### src/sv/sia_pkg.sv
// sia_pkg: shared constants, codes and the microcode store for the sorted array.
// No dependencies. Used by the top level, the checkers and the testbench.
package sia_pkg;

    // Default sizing, handed to the top level's parameters
    localparam int DEPTH_DEF       = 64;
    localparam int VALUE_WIDTH_DEF = 32;

    // Fixed field widths on the ports
    localparam int ACTION_W  = 2;
    localparam int ITEM_W    = 32;
    localparam int POS_W     = 6;
    localparam int STATUS_W  = 2;
    localparam int COUNT_W   = 7;
    localparam int CAP_W     = 7;
    localparam int S_TDATA_W = 40;
    localparam int M_TDATA_W = 40;

    localparam logic [CAP_W-1:0] CAP_RESET = 7'd64;

    // Operation codes
    localparam logic [ACTION_W-1:0] ACT_INSERT = 2'd0;
    localparam logic [ACTION_W-1:0] ACT_LOOKUP = 2'd1;
    localparam logic [ACTION_W-1:0] ACT_REMOVE = 2'd2;
    localparam logic [ACTION_W-1:0] ACT_NONE   = 2'd3;

    // Status codes
    localparam logic [STATUS_W-1:0] ST_OK        = 2'd0;
    localparam logic [STATUS_W-1:0] ST_FULL      = 2'd1;
    localparam logic [STATUS_W-1:0] ST_BAD_INDEX = 2'd2;

    // Microprogram addresses
    localparam int UPC_W = 4;
    localparam logic [UPC_W-1:0] UA_IDLE     = 4'd0;
    localparam logic [UPC_W-1:0] UA_INS0     = 4'd1;
    localparam logic [UPC_W-1:0] UA_INS1     = 4'd2;
    localparam logic [UPC_W-1:0] UA_INS2     = 4'd3;
    localparam logic [UPC_W-1:0] UA_INS3     = 4'd4;
    localparam logic [UPC_W-1:0] UA_LKP0     = 4'd5;
    localparam logic [UPC_W-1:0] UA_LKP1     = 4'd6;
    localparam logic [UPC_W-1:0] UA_REM0     = 4'd7;
    localparam logic [UPC_W-1:0] UA_REM1     = 4'd8;
    localparam logic [UPC_W-1:0] UA_REM2     = 4'd9;
    localparam logic [UPC_W-1:0] UA_REM3     = 4'd10;
    localparam logic [UPC_W-1:0] UA_REM4     = 4'd11;
    localparam logic [UPC_W-1:0] UA_FIN_OK   = 4'd12;
    localparam logic [UPC_W-1:0] UA_FIN_FULL = 4'd13;
    localparam logic [UPC_W-1:0] UA_FIN_BAD  = 4'd14;

    // Jump conditions
    localparam logic [3:0] JC_NEVER     = 4'd0;
    localparam logic [3:0] JC_ALWAYS    = 4'd1;
    localparam logic [3:0] JC_DISPATCH  = 4'd2;
    localparam logic [3:0] JC_FULL      = 4'd3;
    localparam logic [3:0] JC_PTR_ZERO  = 4'd4;
    localparam logic [3:0] JC_RD_GE_V   = 4'd5;
    localparam logic [3:0] JC_BAD_INDEX = 4'd6;
    localparam logic [3:0] JC_LAST      = 4'd7;
    localparam logic [3:0] JC_OUT_BUSY  = 4'd8;

    // When the side effects of a word apply
    localparam logic [1:0] GT_ALWAYS    = 2'd0;
    localparam logic [1:0] GT_TAKEN     = 2'd1;
    localparam logic [1:0] GT_NOT_TAKEN = 2'd2;

    // Read address source
    localparam logic [1:0] RS_PTR_M1 = 2'd0;
    localparam logic [1:0] RS_PTR_P1 = 2'd1;
    localparam logic [1:0] RS_POS    = 2'd2;

    // Write data source
    localparam logic WS_RDATA = 1'b0;
    localparam logic WS_VALUE = 1'b1;

    // Pointer operations
    localparam logic [2:0] PO_HOLD     = 3'd0;
    localparam logic [2:0] PO_LOAD_CNT = 3'd1;
    localparam logic [2:0] PO_LOAD_POS = 3'd2;
    localparam logic [2:0] PO_DEC      = 3'd3;
    localparam logic [2:0] PO_INC      = 3'd4;

    // Fill count operations
    localparam logic [1:0] CO_HOLD = 2'd0;
    localparam logic [1:0] CO_INC  = 2'd1;
    localparam logic [1:0] CO_DEC  = 2'd2;

    typedef struct packed {
        logic [3:0]          jcond;
        logic [UPC_W-1:0]    jtarget;
        logic                ret;       // fall through to idle instead of the next step
        logic [1:0]          gate;
        logic [1:0]          rd_sel;
        logic                wr_en;
        logic                wr_src;
        logic [2:0]          ptr_op;
        logic [1:0]          cnt_op;
        logic                got_load;
        logic                out_load;
        logic [STATUS_W-1:0] status;
    } uword_t;

    function automatic uword_t uw(
        input logic [3:0]          jcond,
        input logic [UPC_W-1:0]    jtarget,
        input logic                ret,
        input logic [1:0]          gate,
        input logic [1:0]          rd_sel,
        input logic                wr_en,
        input logic                wr_src,
        input logic [2:0]          ptr_op,
        input logic [1:0]          cnt_op,
        input logic                got_load,
        input logic                out_load,
        input logic [STATUS_W-1:0] status
    );
        uword_t w;
        w.jcond    = jcond;
        w.jtarget  = jtarget;
        w.ret      = ret;
        w.gate     = gate;
        w.rd_sel   = rd_sel;
        w.wr_en    = wr_en;
        w.wr_src   = wr_src;
        w.ptr_op   = ptr_op;
        w.cnt_op   = cnt_op;
        w.got_load = got_load;
        w.out_load = out_load;
        w.status   = status;
        return w;
    endfunction

    // Microprogram store
    function automatic uword_t ucode(input logic [UPC_W-1:0] addr);
        uword_t w;
        case (addr)
            UA_IDLE:     w = uw(JC_DISPATCH, UA_IDLE, 1'b0, GT_ALWAYS, RS_POS, 1'b0,
                                WS_VALUE, PO_HOLD, CO_HOLD, 1'b0, 1'b0, ST_OK);
            // Insert: the hole walks down from the top until a smaller entry shows
            UA_INS0:     w = uw(JC_FULL, UA_FIN_FULL, 1'b0, GT_ALWAYS, RS_POS, 1'b0,
                                WS_VALUE, PO_LOAD_CNT, CO_HOLD, 1'b0, 1'b0, ST_OK);
            UA_INS1:     w = uw(JC_PTR_ZERO, UA_INS3, 1'b0, GT_ALWAYS, RS_PTR_M1, 1'b0,
                                WS_VALUE, PO_HOLD, CO_HOLD, 1'b0, 1'b0, ST_OK);
            UA_INS2:     w = uw(JC_RD_GE_V, UA_INS1, 1'b0, GT_TAKEN, RS_PTR_M1, 1'b1,
                                WS_RDATA, PO_DEC, CO_HOLD, 1'b0, 1'b0, ST_OK);
            UA_INS3:     w = uw(JC_ALWAYS, UA_FIN_OK, 1'b0, GT_ALWAYS, RS_PTR_M1, 1'b1,
                                WS_VALUE, PO_HOLD, CO_INC, 1'b0, 1'b0, ST_OK);
            // Lookup
            UA_LKP0:     w = uw(JC_BAD_INDEX, UA_FIN_BAD, 1'b0, GT_ALWAYS, RS_POS, 1'b0,
                                WS_VALUE, PO_HOLD, CO_HOLD, 1'b0, 1'b0, ST_OK);
            UA_LKP1:     w = uw(JC_ALWAYS, UA_FIN_OK, 1'b0, GT_ALWAYS, RS_POS, 1'b0,
                                WS_VALUE, PO_HOLD, CO_HOLD, 1'b1, 1'b0, ST_OK);
            // Remove: capture the entry, then pull the later entries down
            UA_REM0:     w = uw(JC_BAD_INDEX, UA_FIN_BAD, 1'b0, GT_ALWAYS, RS_POS, 1'b0,
                                WS_VALUE, PO_LOAD_POS, CO_HOLD, 1'b0, 1'b0, ST_OK);
            UA_REM1:     w = uw(JC_NEVER, UA_IDLE, 1'b0, GT_ALWAYS, RS_POS, 1'b0,
                                WS_VALUE, PO_HOLD, CO_HOLD, 1'b1, 1'b0, ST_OK);
            UA_REM2:     w = uw(JC_LAST, UA_REM4, 1'b0, GT_ALWAYS, RS_PTR_P1, 1'b0,
                                WS_VALUE, PO_HOLD, CO_HOLD, 1'b0, 1'b0, ST_OK);
            UA_REM3:     w = uw(JC_ALWAYS, UA_REM2, 1'b0, GT_ALWAYS, RS_PTR_P1, 1'b1,
                                WS_RDATA, PO_INC, CO_HOLD, 1'b0, 1'b0, ST_OK);
            UA_REM4:     w = uw(JC_ALWAYS, UA_FIN_OK, 1'b0, GT_ALWAYS, RS_POS, 1'b0,
                                WS_VALUE, PO_HOLD, CO_DEC, 1'b0, 1'b0, ST_OK);
            // Finish: hold until the result register is free, then load it
            UA_FIN_OK:   w = uw(JC_OUT_BUSY, UA_FIN_OK, 1'b1, GT_NOT_TAKEN, RS_POS, 1'b0,
                                WS_VALUE, PO_HOLD, CO_HOLD, 1'b0, 1'b1, ST_OK);
            UA_FIN_FULL: w = uw(JC_OUT_BUSY, UA_FIN_FULL, 1'b1, GT_NOT_TAKEN, RS_POS, 1'b0,
                                WS_VALUE, PO_HOLD, CO_HOLD, 1'b0, 1'b1, ST_FULL);
            UA_FIN_BAD:  w = uw(JC_OUT_BUSY, UA_FIN_BAD, 1'b1, GT_NOT_TAKEN, RS_POS, 1'b0,
                                WS_VALUE, PO_HOLD, CO_HOLD, 1'b0, 1'b1, ST_BAD_INDEX);
            default:     w = uw(JC_ALWAYS, UA_IDLE, 1'b0, GT_ALWAYS, RS_POS, 1'b0,
                                WS_VALUE, PO_HOLD, CO_HOLD, 1'b0, 1'b0, ST_OK);
        endcase
        return w;
    endfunction

    // Entry point of each operation
    function automatic logic [UPC_W-1:0] entry_point(input logic [ACTION_W-1:0] action);
        logic [UPC_W-1:0] a;
        case (action)
            ACT_INSERT: a = UA_INS0;
            ACT_LOOKUP: a = UA_LKP0;
            ACT_REMOVE: a = UA_REM0;
            ACT_NONE:   a = UA_FIN_OK;
            default:    a = UA_FIN_OK;
        endcase
        return a;
    endfunction

endpackage

### src/sv/sia_ram.sv
// sia_ram: generic single-write, single-read RAM with a registered read port.
// No dependencies.
module sia_ram #(
    parameter int WIDTH = 32,
    parameter int DEPTH = 64
) (
    input  logic                     clk,
    input  logic                     wr_en,
    input  logic [$clog2(DEPTH)-1:0] wr_addr,
    input  logic [WIDTH-1:0]         wr_data,
    input  logic [$clog2(DEPTH)-1:0] rd_addr,
    output logic [WIDTH-1:0]         rd_data
);

    logic [WIDTH-1:0] mem [DEPTH];

    always_ff @(posedge clk)
    begin
        if (wr_en)
        begin
            mem[wr_addr] <= wr_data;
        end
        rd_data <= mem[rd_addr];
    end

endmodule

### src/sv/sorted_insertion_array_top.sv
// sorted_insertion_array_top: sorted value array driven by a microcoded sequencer.
// Depends on sia_pkg (codes, microcode store) and sia_ram (entry storage).
//
//  channel  | direction | handshake           | payload
//  ---------+-----------+---------------------+---------------------------------------
//  s_*      | in        | s_tvalid / s_tready | tuser: action; tdata: value, position
//  m_*      | out       | m_tvalid / m_tready | tuser: status; tdata: item, count
//  cfg_*    | in        | cfg_valid/cfg_ready | cfg_data: capacity
//
// One request at a time. Each moved entry takes a read and a write step, as the entry
// RAM's read port is registered.
// Reset clears the fill count and sets capacity to 64; entries are not cleared. A stalled
// result holds while the next request runs; only the final step waits for it to clear.
module sorted_insertion_array_top #(
    parameter int DEPTH       = sia_pkg::DEPTH_DEF,
    parameter int VALUE_WIDTH = sia_pkg::VALUE_WIDTH_DEF
) (
    input  logic                                clk,
    input  logic                                rst_n,
    // Request channel
    input  logic                                s_tvalid,
    output logic                                s_tready,
    input  logic [sia_pkg::S_TDATA_W-1:0]       s_tdata,   // [31:0] value, [37:32] position
    input  logic [sia_pkg::ACTION_W-1:0]        s_tuser,   // [1:0] action
    // Result channel
    output logic                                m_tvalid,
    input  logic                                m_tready,
    output logic [sia_pkg::M_TDATA_W-1:0]       m_tdata,   // [31:0] item, [38:32] count
    output logic [sia_pkg::STATUS_W-1:0]        m_tuser,   // [1:0] status
    // Capacity register write
    input  logic                                cfg_valid,
    output logic                                cfg_ready,
    input  logic [sia_pkg::CAP_W-1:0]           cfg_data
);

    localparam int CNT_W = $clog2(DEPTH + 1);
    localparam int AW    = $clog2(DEPTH);
    localparam int CMP_W = (CNT_W > sia_pkg::CAP_W) ? CNT_W : sia_pkg::CAP_W;
    localparam int VW_IN = (VALUE_WIDTH > sia_pkg::ITEM_W) ? VALUE_WIDTH : sia_pkg::ITEM_W;

    // Sequencer state
    logic [sia_pkg::UPC_W-1:0]    upc_reg, upc_next;
    sia_pkg::uword_t              uw;
    logic                         taken;
    logic                         effect;

    // Datapath registers
    logic [CNT_W-1:0]             cnt_reg, cnt_next;
    logic [CNT_W-1:0]             ptr_reg, ptr_next;
    logic [sia_pkg::CAP_W-1:0]    cap_reg;
    logic [VALUE_WIDTH-1:0]       val_reg, val_next;
    logic [sia_pkg::POS_W-1:0]    pos_reg, pos_next;
    logic [VALUE_WIDTH-1:0]       got_reg, got_next;

    // Result register
    logic                         out_valid_reg, out_valid_next;
    logic [sia_pkg::ITEM_W-1:0]   out_item_reg, out_item_next;
    logic [sia_pkg::COUNT_W-1:0]  out_count_reg, out_count_next;
    logic [sia_pkg::STATUS_W-1:0] out_status_reg, out_status_next;

    // RAM port
    logic                         ram_wr_en;
    logic [AW-1:0]                ram_wr_addr;
    logic [VALUE_WIDTH-1:0]       ram_wr_data;
    logic [AW-1:0]                ram_rd_addr;
    logic [VALUE_WIDTH-1:0]       ram_rd_data;

    // Derived values
    logic                         accept;
    logic [CNT_W-1:0]             ptr_m1;
    logic [CNT_W-1:0]             ptr_p1;
    logic [CMP_W-1:0]             cnt_cmp;
    logic [CMP_W-1:0]             pos_cmp;
    logic [CMP_W-1:0]             cap_cmp;
    logic [CMP_W-1:0]             limit;
    logic [VW_IN-1:0]             value_ext;
    logic [VW_IN-1:0]             got_ext;
    logic                         is_full;
    logic                         is_bad_index;
    logic                         is_last;

    assign uw        = sia_pkg::ucode(upc_reg);
    assign s_tready  = (upc_reg == sia_pkg::UA_IDLE);
    assign accept    = s_tvalid && s_tready;
    assign cfg_ready = 1'b1;

    assign ptr_m1    = ptr_reg - CNT_W'(1);
    assign ptr_p1    = ptr_reg + CNT_W'(1);
    assign cnt_cmp   = CMP_W'(cnt_reg);
    assign pos_cmp   = CMP_W'(pos_reg);
    assign cap_cmp   = CMP_W'(cap_reg);
    // Capacity above the physical depth saturates at the depth
    assign limit     = (cap_cmp < CMP_W'(DEPTH)) ? cap_cmp : CMP_W'(DEPTH);
    assign value_ext = VW_IN'(s_tdata[sia_pkg::ITEM_W-1:0]);
    assign got_ext   = VW_IN'(got_reg);

    assign is_full      = (cnt_cmp >= limit);
    assign is_bad_index = (pos_cmp >= cnt_cmp);
    // Last move of a remove: the slot above the pointer is beyond the filled range
    assign is_last      = ({1'b0, ptr_reg} + (CNT_W + 1)'(1)) >= {1'b0, cnt_reg};

    // Jump condition
    always_comb
    begin
        case (uw.jcond)
            sia_pkg::JC_NEVER:     taken = 1'b0;
            sia_pkg::JC_ALWAYS:    taken = 1'b1;
            sia_pkg::JC_DISPATCH:  taken = !accept;
            sia_pkg::JC_FULL:      taken = is_full;
            sia_pkg::JC_PTR_ZERO:  taken = (ptr_reg == '0);
            sia_pkg::JC_RD_GE_V:   taken = (ram_rd_data >= val_reg);
            sia_pkg::JC_BAD_INDEX: taken = is_bad_index;
            sia_pkg::JC_LAST:      taken = is_last;
            sia_pkg::JC_OUT_BUSY:  taken = out_valid_reg && !m_tready;
            default:               taken = 1'b0;
        endcase
    end

    // Side-effect gate: some steps act only on the taken or the fall-through path
    always_comb
    begin
        case (uw.gate)
            sia_pkg::GT_ALWAYS:    effect = 1'b1;
            sia_pkg::GT_TAKEN:     effect = taken;
            sia_pkg::GT_NOT_TAKEN: effect = !taken;
            default:               effect = 1'b0;
        endcase
    end

    // Next step: dispatch on the action, jump, return to idle, or advance
    always_comb
    begin
        if (uw.jcond == sia_pkg::JC_DISPATCH)
        begin
            upc_next = accept ? sia_pkg::entry_point(s_tuser) : sia_pkg::UA_IDLE;
        end
        else if (taken)
        begin
            upc_next = uw.jtarget;
        end
        else if (uw.ret)
        begin
            upc_next = sia_pkg::UA_IDLE;
        end
        else
        begin
            upc_next = upc_reg + sia_pkg::UPC_W'(1);
        end
    end

    // Entry RAM addressing: writes always land on the pointer slot
    always_comb
    begin
        case (uw.rd_sel)
            sia_pkg::RS_PTR_M1: ram_rd_addr = ptr_m1[AW-1:0];
            sia_pkg::RS_PTR_P1: ram_rd_addr = ptr_p1[AW-1:0];
            sia_pkg::RS_POS:    ram_rd_addr = pos_cmp[AW-1:0];
            default:            ram_rd_addr = pos_cmp[AW-1:0];
        endcase
    end

    assign ram_wr_en   = uw.wr_en && effect;
    assign ram_wr_addr = ptr_reg[AW-1:0];
    assign ram_wr_data = (uw.wr_src == sia_pkg::WS_RDATA) ? ram_rd_data : val_reg;

    // Datapath updates
    always_comb
    begin
        ptr_next = ptr_reg;
        if (effect)
        begin
            case (uw.ptr_op)
                sia_pkg::PO_HOLD:     ptr_next = ptr_reg;
                sia_pkg::PO_LOAD_CNT: ptr_next = cnt_reg;
                sia_pkg::PO_LOAD_POS: ptr_next = pos_cmp[CNT_W-1:0];
                sia_pkg::PO_DEC:      ptr_next = ptr_m1;
                sia_pkg::PO_INC:      ptr_next = ptr_p1;
                default:              ptr_next = ptr_reg;
            endcase
        end

        cnt_next = cnt_reg;
        if (effect)
        begin
            case (uw.cnt_op)
                sia_pkg::CO_HOLD: cnt_next = cnt_reg;
                sia_pkg::CO_INC:  cnt_next = cnt_reg + CNT_W'(1);
                sia_pkg::CO_DEC:  cnt_next = cnt_reg - CNT_W'(1);
                default:          cnt_next = cnt_reg;
            endcase
        end

        // Latch the request; the captured item starts at zero
        val_next = val_reg;
        pos_next = pos_reg;
        got_next = got_reg;
        if (accept)
        begin
            val_next = value_ext[VALUE_WIDTH-1:0];
            pos_next = s_tdata[sia_pkg::ITEM_W +: sia_pkg::POS_W];
            got_next = '0;
        end
        else if (uw.got_load && effect)
        begin
            got_next = ram_rd_data;
        end
    end

    // Result register: load on the finishing step, drop once taken
    always_comb
    begin
        out_valid_next  = out_valid_reg;
        out_item_next   = out_item_reg;
        out_count_next  = out_count_reg;
        out_status_next = out_status_reg;
        if (uw.out_load && effect)
        begin
            out_valid_next  = 1'b1;
            out_item_next   = got_ext[sia_pkg::ITEM_W-1:0];
            out_count_next  = cnt_cmp[sia_pkg::COUNT_W-1:0];
            out_status_next = uw.status;
        end
        else if (m_tready)
        begin
            out_valid_next = 1'b0;
        end
    end

    // Control state
    always_ff @(posedge clk or negedge rst_n)
    begin
        if (!rst_n)
        begin
            upc_reg       <= sia_pkg::UA_IDLE;
            cnt_reg       <= '0;
            cap_reg       <= sia_pkg::CAP_RESET;
            out_valid_reg <= 1'b0;
        end
        else
        begin
            upc_reg       <= upc_next;
            cnt_reg       <= cnt_next;
            out_valid_reg <= out_valid_next;
            if (cfg_valid && cfg_ready)
            begin
                cap_reg <= cfg_data;
            end
        end
    end

    // Payload
    always_ff @(posedge clk)
    begin
        ptr_reg        <= ptr_next;
        val_reg        <= val_next;
        pos_reg        <= pos_next;
        got_reg        <= got_next;
        out_item_reg   <= out_item_next;
        out_count_reg  <= out_count_next;
        out_status_reg <= out_status_next;
    end

    sia_ram #(
        .WIDTH (VALUE_WIDTH),
        .DEPTH (DEPTH)
    ) u_ram (
        .clk     (clk),
        .wr_en   (ram_wr_en),
        .wr_addr (ram_wr_addr),
        .wr_data (ram_wr_data),
        .rd_addr (ram_rd_addr),
        .rd_data (ram_rd_data)
    );

    assign m_tvalid = out_valid_reg;
    assign m_tdata  = {1'b0, out_count_reg, out_item_reg};
    assign m_tuser  = out_status_reg;

endmodule

### config.mk
export PLATFORM = sky130hd
export DESIGN_NAME = sorted_insertion_array_top
export DESIGN_NICKNAME = d
export VERILOG_FILES = /design/src/sv/sia_pkg.sv /design/src/sv/sia_ram.sv /design/src/sv/sorted_insertion_array_top.sv
export SDC_FILE = /design/constraint.sdc
export NUM_CORES = 2
export LEC_CHECK = 0
export BUFFER_PORTS_ARGS = -buffer_cell sky130_fd_sc_hd__buf_2
export CORE_MARGIN = 4
export CORE_UTILIZATION = 60
export CTS_CLUSTER_DIAMETER = 40
export DETAILED_ROUTE_END_ITERATION = 8
export HOLD_SLACK_MARGIN = 0.05
export PLACE_DENSITY = 0.85
export SETUP_SLACK_MARGIN = 0.15
export SYNTH_ARGS = -nofsm -noshare
export SYNTH_HDL_FRONTEND = slang
export SYNTH_HIERARCHICAL = 1
export SYNTH_SLANG_ARGS = --single-unit
### constraint.sdc
create_clock -name clk -period 16.2 [get_ports clk]
set_clock_uncertainty 0.2 [all_clocks]
set_input_delay 2.43 -clock clk [delete_from_list [all_inputs] [get_ports clk]]
set_output_delay 2.43 -clock clk [all_outputs]
set_load 0.005 [all_outputs]
==> impl_metrics.ini <==
[synthesis]
ys.flop_type = edfxtp_1
synth_edf_count = 2134
synth_warnings = 6
yosys_register_bits = 2217
syn_nets = 4106
async_flop_share = 0.00857
netlist_instances = 3984
seq_area_frac_synth = 0.768
avgSynthCellArea_sq_um = 21.5
yosysUniqueCellTypes = 72
synth_area_sq_mm = 0.0857

[critical_path]
path_class = register to register
r2r_slack_ns = 8.39
crit_buf_inv = 4
cp_top_family = buffers and inverters
slowest_delay_ns = 0.96
cp.required_ns = 16.67
crit_path_start_kind = register
worst_path_max_delay_cell = a21oi_1
cp_cell_sequence = inv_1 -> ha_1 -> nand2_1 -> a21o_1 -> nand2_1 -> nor2_1 -> a21oi_4 -> buf_4 -> buf_4 -> buf_4 -> mux4_2 -> o22ai_1 -> nor2_1 -> a21oi_1 -> nor2_1
crit_cells = 15
worst_r2r_endpoint = u_ram/rd_data[29]$_DFF_P_
r2r_cells = 15
arrival_ns = 8.28
end_kind = register
regToRegStartpoint = upc_reg[0]$_DFF_PN0_
path_max_fanout = 46

[global_route]
grt.overflow.total = 0
antenna_found_initial = 19
first_global_vias = 46700
grt_max_degree = 120
grt_usage = 0.339
grt_pass1_wl_mm = 352

[layout]
area_delta_synth_final_pct = 12.8
largest_reg_flops = 2048
nets = 4342
drive_gt1_frac = 0.279
regMostFlops = u_ram/mem
stdcell_count = 6304
utilization = 0.682

[min_path]
hold_depth = 0
worstHoldStart = got_ext[20]$_SDFFE_PP0P_
whs_endpoint = out_item_reg[20]$_DFFE_PP_
hold_path.class = register to register

[die]
fp.coreArea_sq_mm = 0.142
fp.dieH_microns = 386
die_w_microns = 386
die_area_sq_mm = 0.149
std_cell_rows = 138
io_pins = 99
start_util = 0.605

[placed_design]
port_buffers = 94
dpl.hpwl_mm = 119
dpl.cell_count = 5890
gp_congestion = 0.866

[clocking]
cts_tree = done
clock_sinks = 2217
clk_pin_slew_worst_paths_ns = 0.07
ctsResizeCount = 0
ctsHoldBuffers = 0
cts_root_buf = clkbuf_16
clockBufferDepth = 3
post_cts.repair.setup_buffers = 0
worstSkewPairLatency_ns = 0.86
htreeDepth = 4
cts_made_buffers = 218

[pwr]
power_switching_uw = 8330
p_int_uw = 13300
swShare = 0.384
cellPowerDensity_mw_per_mm2 = 224
seqPwrFrac = 0.341
p_leak_uw = 0.0310
vdd_drop_max_uv = 306
power_frac_comb = 0.422
pwr-share-clk = 0.238

[status]
status = complete, but fails checks
violations = capacitance limit, slew limit

[routing]
viasPerCell = 7.35
drt_wl_total_mm = 248
final_antenna_net_count = 0
initialDrtViolationCount = 9005
dr.pass1.iters = 9
vias = 46300
wl_per_cell_microns = 39.4
route.detailed.drc = 0

[job]
drv_cap = 2

[sta]
hold_viol_final = 0
period_needed_ns = 7.81
finalSetupTns_ns = 0
fin_hold_ws_ns = 0.253
fmax_ghz = 0.128
rsz0062_at_grt = no
tightest_slew_ns = 1.57
maxSlewHeadroom = -0.0481
finalSetupViolations = 0
post-route-period-util = 0.482
slew_viol_final = 12
area by class of cell:
cell class,count,area [sq um]
flip-flops and latches,2217,65800
well taps,1890,2360
clock buffers,272,5760
multi-input cells,1504,19600
inverters,53,199
repair buffers,226,1540
diodes,12,30.0
clock inverters,130,1400
fillers,7557,45100
cells in the final DEF (no fill, tap or decap), types with 18 or more instances in the layout:
cell type	count
buf_2	94
o21ai_0	28
clkinv_1	23
bufinv_16	20
nor2_1	95
o221ai_1	28
clkinv_2	30
dfxtp_1	64
clkbuf_1	46
a21oi_1	100
inv_1	53
inv_6	23
nand2b_1	18
ha_1	67
mux4_2	545
o22ai_1	86
edfxtp_1	2134
o21ai_4	33
nor2b_1	22
nor2_4	63
nand2_1	97
a22o_1	33
buf_4	126
clkbuf_16	220
dfrtp_1	18
mux2i_1	102
cell families (layout without fill, tap and decap cells):
kind of cell,Yosys count,in the layout,share of synthesized area
buf+inv,263,681,0.0143
xor+xnor,16,16,0.00163
mux,655,655,0.156
flops,2217,2217,0.768
simple gates,376,376,0.0201
compound gates,387,387,0.0299
fa+ha+maj,68,68,0.0100
other cells,2,14,0.0000876
worst max path at each step:
stage                                    start                          end  slack (ns)
after floorplan                       s_tvalid   u_ram/mem[49][0]$_DFFE_PP_        8.90
after global placement                m_tready  u_ram/mem[23][16]$_DFFE_PP_        8.90
after detailed placement              m_tready  u_ram/mem[23][30]$_DFFE_PP_        8.77
after CTS                 upc_reg[0]$_DFF_PN0_    u_ram/rd_data[22]$_DFF_P_        8.61
after global routing      upc_reg[0]$_DFF_PN0_    u_ram/rd_data[29]$_DFF_P_        7.96
final                     upc_reg[0]$_DFF_PN0_    u_ram/rd_data[29]$_DFF_P_        8.39
through the flow:
stage	total power, uW	cell area [sq um]	setup WS, ns
final	21700	96700	8.39
after global routing	22200	96700	7.96
after CTS	21300	96700	8.61
after detailed placement	15800	89500	8.77
after global placement	15500	89500	8.90
after floorplan	13000	85700	8.90
Yosys cell counts (all sizes together) (3+ instances only):
master,number,share of area
a211oi,3,0.00026
a21o,10,0.00088
a21oi,103,0.0060
a221o,4,0.00047
a22o,33,0.0034
a22oi,17,0.0015
a311oi,8,0.00082
a31oi,7,0.00093
a41o,4,0.00047
and2,5,0.00036
and3,7,0.00051
buf,122,0.0082
clkbuf,88,0.0039
dfrtp,18,0.0053
dfxtp,64,0.015
edfxtp,2134,0.75
ha,67,0.0098
inv,53,0.0023
mux2,8,0.0011
mux2i,102,0.012
mux4,545,0.14
nand2,99,0.0044
nand2b,18,0.0013
nand3,15,0.00088
nand3b,6,0.00053
nand4,8,0.00058
nor2,158,0.0069
nor2b,22,0.0016
nor3,16,0.00093
o211ai,3,0.00026
o21ai,63,0.0037
o221ai,28,0.0029
o22ai,86,0.0063
o32ai,5,0.00051
or2,4,0.00032
or3,3,0.00022
or3b,6,0.00061
xnor2,8,0.00082
xor2,8,0.00082
layer usage:
metal  vias to the layer above  wire length, microns  GRT usage
met4                         6                 18800      0.197
met5                         -                    38          0
met2                      4819                116000      0.521
met3                      1117                 37800      0.112
met1                     23200                 75200      0.427
li1                      17200                     -          -
power by group through the flow:
stage               combinational (uW)  sequential [uW]  clock, uW
CTS                               8750             7360       5150
floorplan                         5550             7420          0
global placement                  8060             7440          0
global route                      9340             7390       5430
detailed placement                8340             7460          0
finish                            9130             7380       5150
No activity file was read; power rests on OpenSTA's default activity.
